### config.mk
export PLATFORM = sky130hd
export DESIGN_NAME = m3inv_queue
export DESIGN_NICKNAME = d
export VERILOG_FILES = /design/src/rtl/core/m3inv_pkg.sv /design/src/rtl/core/m3inv_queue.sv
export SDC_FILE = /design/constraint.sdc
export NUM_CORES = 2
export LEC_CHECK = 0
export ABC_AREA = 1
export BUFFER_PORTS_ARGS = -buffer_cell sky130_fd_sc_hd__buf_2
export CAP_MARGIN = 5
export CORE_MARGIN = 3
export CORE_UTILIZATION = 27
export CTS_BUF_LIST = sky130_fd_sc_hd__clkbuf_8
export CTS_CLUSTER_SIZE = 28
export DETAILED_ROUTE_END_ITERATION = 8
export PLACE_DENSITY = 0.47
export SYNTH_ARGS = -nofsm -noshare
export SYNTH_HDL_FRONTEND = slang
export SYNTH_SLANG_ARGS = --single-unit
### constraint.sdc
create_clock -name clk -period 39.8 [get_ports clk]
set_input_delay 3.98 -clock clk [delete_from_list [all_inputs] [get_ports clk]]
set_output_delay 3.98 -clock clk [all_outputs]
set_load 0.01 [all_outputs]
### src/rtl/core/m3inv_pkg.sv
`default_nettype none
package m3inv_pkg;
	localparam int WORD_BITS   = 32;
	localparam int FRAC_BITS   = 16;
	localparam int ADJ_BITS    = 2 * WORD_BITS + 1;
	localparam int DET_BITS    = 3 * WORD_BITS + 2;
	localparam int NUM_BITS    = ADJ_BITS + 2 * FRAC_BITS;
	localparam int STEP_BITS   = $clog2(WORD_BITS);
	localparam int QUEUE_DEPTH = 4;

	typedef logic signed [WORD_BITS-1:0] word_t;
	typedef logic signed [ADJ_BITS-1:0]  adj_t;
	typedef logic signed [DET_BITS-1:0]  det_t;

	typedef struct packed {
		word_t m00; word_t m01; word_t m02;
		word_t m10; word_t m11; word_t m12;
		word_t m20; word_t m21; word_t m22;
	} mat_t;

	typedef struct packed {
		word_t r00; word_t r01; word_t r02;
		word_t r10; word_t r11; word_t r12;
		word_t r20; word_t r21; word_t r22;
		logic  singular;
		logic  saturated;
	} inv_t;

	// cofactors plus determinant, handed from front to back
	typedef struct packed {
		logic [8:0][ADJ_BITS-1:0] adj;
		logic [DET_BITS-1:0]      det;
	} job_t;

	// adjugate entry k = e[a]*e[b] - e[c]*e[d], row-major
	localparam logic [3:0] ADJ_IDX [9][4] = '{
		'{4'd4, 4'd8, 4'd7, 4'd5}, '{4'd2, 4'd7, 4'd1, 4'd8}, '{4'd1, 4'd5, 4'd2, 4'd4},
		'{4'd5, 4'd6, 4'd3, 4'd8}, '{4'd0, 4'd8, 4'd2, 4'd6}, '{4'd3, 4'd2, 4'd0, 4'd5},
		'{4'd3, 4'd7, 4'd6, 4'd4}, '{4'd6, 4'd1, 4'd0, 4'd7}, '{4'd0, 4'd4, 4'd3, 4'd1}
	};

	localparam logic [WORD_BITS-1:0] LIM_POS = {1'b0, {(WORD_BITS-1){1'b1}}};
	localparam logic [WORD_BITS-1:0] LIM_NEG = {1'b1, {(WORD_BITS-1){1'b0}}};
	localparam logic                 ONE_CLIP = (FRAC_BITS > WORD_BITS - 2);
	localparam logic [WORD_BITS-1:0] ONE_VAL  = ONE_CLIP ? LIM_POS :
		(WORD_BITS'(1) << FRAC_BITS);
endpackage
`default_nettype wire

### src/rtl/core/m3inv_queue.sv
`default_nettype none
module m3inv_queue #(
	parameter int DEPTH = m3inv_pkg::QUEUE_DEPTH
) (
	input  logic             clk,
	input  logic             arst_n,
	input  logic             push,
	input  m3inv_pkg::job_t  din,
	input  logic             pop,
	output logic             valid,
	output m3inv_pkg::job_t  dout
);
	import m3inv_pkg::*;

	localparam int PW = (DEPTH > 1) ? $clog2(DEPTH) : 1;
	localparam int CW = $clog2(DEPTH + 1);

	job_t          mem_q [DEPTH];
	logic [PW-1:0] wr_q, rd_q;
	logic [CW-1:0] count_q;

	assign valid = (count_q != '0);
	assign dout  = mem_q[rd_q];

	always_ff @(posedge clk) begin
		if (push)
			mem_q[wr_q] <= din;
	end

	always_ff @(posedge clk or negedge arst_n) begin
		if (!arst_n) begin
			wr_q    <= '0;
			rd_q    <= '0;
			count_q <= '0;
		end else begin
			if (push)
				wr_q <= (wr_q == PW'(DEPTH - 1)) ? '0 : wr_q + PW'(1);
			if (pop)
				rd_q <= (rd_q == PW'(DEPTH - 1)) ? '0 : rd_q + PW'(1);
			if (push && !pop)
				count_q <= count_q + CW'(1);
			else if (!push && pop)
				count_q <= count_q - CW'(1);
		end
	end
endmodule
`default_nettype wire

**Word level (Yosys, flattened, before mapping)**

Memories as Yosys holds them, arrays and structs flattened.
Cells that the tools add are included.

- Add/sub/neg operators: 4
- Eq/ne operators: 2
- Muxes and demuxes: 6
- Reduce and logical (&&, ||, !) cells: 6

Operators by type and width:

| operator | count |
|---|---|
| $mux W3 | 2 |
| $add A2 B1 Y2 const B | 2 |
| $eq A2 B2 Y1 const B | 2 |
| $mux W2 | 2 |
| $add A3 B1 Y3 const B | 1 |
| $reduce_bool A3 Y1 | 1 |
| $sub A3 B1 Y3 const B | 1 |
| $logic_and A1 B1 Y1 | 2 |
| $logic_not A1 Y1 | 2 |
| $mux W1 | 2 |
| $reduce_bool A2 Y1 | 1 |

- Register bits: 7
- Memory bits (writable): 2732
- Input bits: 687
- Output and inout bits: 684
- Logic and storage cells: 22
- Memories: 1

Memory list:

| name | words | bits a word | rd ports | clocked after Yosys merged registers in | write ports | line | RTL |
|---|---|---|---|---|---|---|---|
| mem_q | 4 | 683 | 1 | 0 | 1 | m3inv_queue.sv:18 | `job_t mem_q [DEPTH];` |

**Depth between registers and ports, before layout**

- Depth after elaboration: 4
- Gate-level depth with buffers: 9
- Mapped depth without buffers: 9

**Worst setup path after synthesis**

Ideal clock, no wire load.

- Path kind: in2reg
- Start: input push
- End: memory mem_q[3][0] (netlist name) (enable)
- Library setup time: 1.027 ns
- Data arrival time: 17.103 ns
- Required time: 38.773 ns
- Path slack: 21.670 ns
- Stages on the path: 2
- Cell sequence: nand2_1 inv_1

- Cells in the longest elaborated chain, start to end: 2

Ends and longest elaborated chain:

| what | line | RTL |
|---|---|---|
| start: declaration | m3inv_queue.sv:7 | `input logic push,` |
| $mux W1 | m3inv_queue.sv:26 | `if (push)` |
| $mux W1 (not written as such) | m3inv_queue.sv:27 | `mem_q[wr_q] <= din;` |
| end: declaration | m3inv_queue.sv:18 |  |

Every way passes these cells.

==> metrics.csv <==
metric,value,unit
status,completed,
dieArea,407000,um2
yosysTopAreaCell,edfxtp_1,
cp_max_fo,197,
first_pass_iters,6,
cts_setup_buffers,0,
clkSinkCount,2739,
crit_cells,11,
gr-usage-all-layers,14.9,%
synthSimpleGateAreaFrac,7.21,%
hold_viol_final,0,
ys_seq_area_share,76.3,%
path_common_cell,buf_4,
synth_cells,8020,
ctsHtreeMaxLevel,5,
remaining_drc_errors,0,
die_height,638,um
p_sw_share,37.8,%
syn_area_per_cell,13.4,um2
tns,0,ns
cts_tree,built,
leakage,51.0,nW
rsz0062_at_grt,no,
power,0.00912,W
antenna_found_initial,248,
syn_area,108000,um2
path_cells,inv_8 > buf_4 > buf_4 > buf_12 > buf_4 > buf_4 > buf_4 > nand2_1 > o211ai_1 > nand2_1 > buf_2,
cp_top_family,buffers and inverters,
clk_latency,1.07,ns
setup_viol,0,
die_w,638,um
ff2ff_path_depth,9,
fin_util,32.3,%
clockBufferDepth,4,
cp-start-kind,flip-flop,
post_drt_via_cell_ratio,4.37,
cp.arrival,7.95,ns
path_class,flip-flop to output pin,
ctsHoldBuffers,0,
cellInternalPower,0.00567,W
globalplace.congestion,0.816,
cp_slowest_cell,buf_4,
synth_area_leaders,"edfxtp_1 (76%), o211ai_1 (9.5%), nand2_1 (7.2%)",
num-fill-cells,39468,
period_needed,11.93,ns
core,397000,um2
hpwlAfterDp,206,mm
path_clk_slew,0.06,ns
overflow,0,
p_sw,0.00345,W
min_path_type,flip-flop to flip-flop,
worstMarginPinSlew,1.24,ns
cts_root_buf,clkbuf_8,
p_seq_share,41.6,%
drt_iter0_markers,4049,
synth_seq_cells,2739,
area_growth,19.0,%
grt_pass1_vias,63736,
synth_top_family_by_area,compound AO/OA/AOI/OAI gates,
r2r_slack,33.84,ns
wl,316,mm
path_buf_inv,8,
critPathMaxStageDelay,0.90,ns
maxCapViolCount,0,
cts.repair.resized,0,
hold_path_depth,2,
synth_xor_area_share,0.00812,%
slew_headroom,17.1,%
io_pins,1371,
ant_nets,0,
drive_gt1_share,20.4,%
ys_types,17,
fin_crit_sh,30.0,%
power_density,71.1,nW/um2
dpl_cell_area,120000,um2
cts_made_buffers,461,
whs,0.482,ns
synthAdderAreaFrac,0.0882,%
final_cell_mix,"edfxtp_1 (2,732), nand2_1 (2,065), inv_1 (1,539), buf_2 (1,370), o211ai_1 (1,366)",
synth_compound_area_share,9.53,%
grt_max_degree,203,
num_vias,66318,
initial_core_util,27.2,%
synthMuxAreaShare,0,%
rows,231,
worstPathRequired,35.82,ns
endpoint_kind,output pin,
fin_area,128000,um2
post_drt_wl_per_cell,20.8,um
portBuffers,1370,
clock-skew-final,0.0564,ns
pwr-share-clk,25.0,%
fmax,0.0838,GHz
syn_nets,8714,
drv_slew,0,
grt_pass1_wl,448,mm
synth.top_cell.area_share,76.1,%
ir_drop,59.0,uV
p_comb_share,33.3,%
final_common_cell,edfxtp_1,
layout.nets,10184,
yosys_warnings,0,
kinds of logic (layout without fill, tap and decap cells):
kind of cell / Yosys count / count (layout)
adder cells (fa/ha/maj): 7 / 7
flip-flops: 2739 / 2739
XOR/XNOR: 1 / 1
other: 0 / 82
AO/OA/AOI/OAI: 1370 / 1370
buffers and inverters: 1833 / 3682
AND/OR/NAND/NOR: 2070 / 2070
metrics by stage:
stage | std cells | setup slack [ns]
after floorplan | 8020 | 21.67
after global placement | 14269 | 29.21
after detailed placement | 14269 | 28.96
after CTS | 15111 | 27.67
after global routing | 15143 | 27.04
final | 15193 | 27.87
per-layer routing:
layer	vias up	global-route usage, %	part of all wire, %
met5	-	0	0.23
li1	31363	-	-
met2	2080	25.4	49
met3	867	4.87	7.7
met4	116	5.74	3.8
met1	31892	17.3	39
cell type report:
| type | count | area, um2 | share of cell area [%] |
|---|---|---|---|
| antenna | 82 | 205 | 0.160 |
| clock buffer | 462 | 6360 | 4.95 |
| clock inverter | 380 | 1970 | 1.54 |
| inverter | 1379 | 5220 | 4.07 |
| multi-input combinational | 3448 | 18200 | 14.1 |
| sequential | 2739 | 82200 | 64.1 |
| tap | 5242 | 6560 | 5.11 |
| timing repair buffer | 1461 | 7650 | 5.96 |
flip-flops by register name, summed over array words and instances, names as in the netlist:
| register | flops |
|---|---|
| wr_q | 2 |
| mem_q | 2732 |
| rd_q | 2 |
| count_q | 3 |
power by group through the flow:
stage	Sequential (W)	Combinational (W)	Clock, W
final	0.00380	0.00304	0.00229
after detailed placement	0.00386	0.00312	0
after global routing	0.00383	0.00333	0.00251
after global placement	0.00385	0.00310	0
after floorplan	0.00417	0.00172	0
after CTS	0.00380	0.00313	0.00238
tightest hold or removal path, cell delays in order, from the launching register on:
cell and delay [ns]:
dfrtp_1 0.35, nand2_1 0.06, nand2_1 0.04
final timing paths:
path                                             start                       to
worst max-delay path               rd_q[0]$_DFFE_PN0P_                dout[166]
min in group asynchronous                       arst_n   count_q[1]$_DFFE_PN0P_
max in group asynchronous                       arst_n      rd_q[1]$_DFFE_PN0P_
worst max register to register     wr_q[0]$_DFFE_PN0P_  mem_q[0][336]$_DFFE_PP_
worst min register to register  count_q[2]$_DFFE_PN0P_   count_q[2]$_DFFE_PN0P_
worst min-delay path            count_q[2]$_DFFE_PN0P_   count_q[2]$_DFFE_PN0P_
cell usage after synthesis:
library cell	instances
inv_1	1377
nor2_1	3
buf_2	409
fa_1	1
buf_4	4
nand4_1	1
edfxtp_1	2732
ha_1	6
buf_6	5
inv_2	2
dfrtp_1	7
nand2_1	2065
o21ai_0	4
xnor2_1	1
o211ai_1	1366
clkbuf_1	36
nand3_1	1
Power figures use the tool's default switching activity.
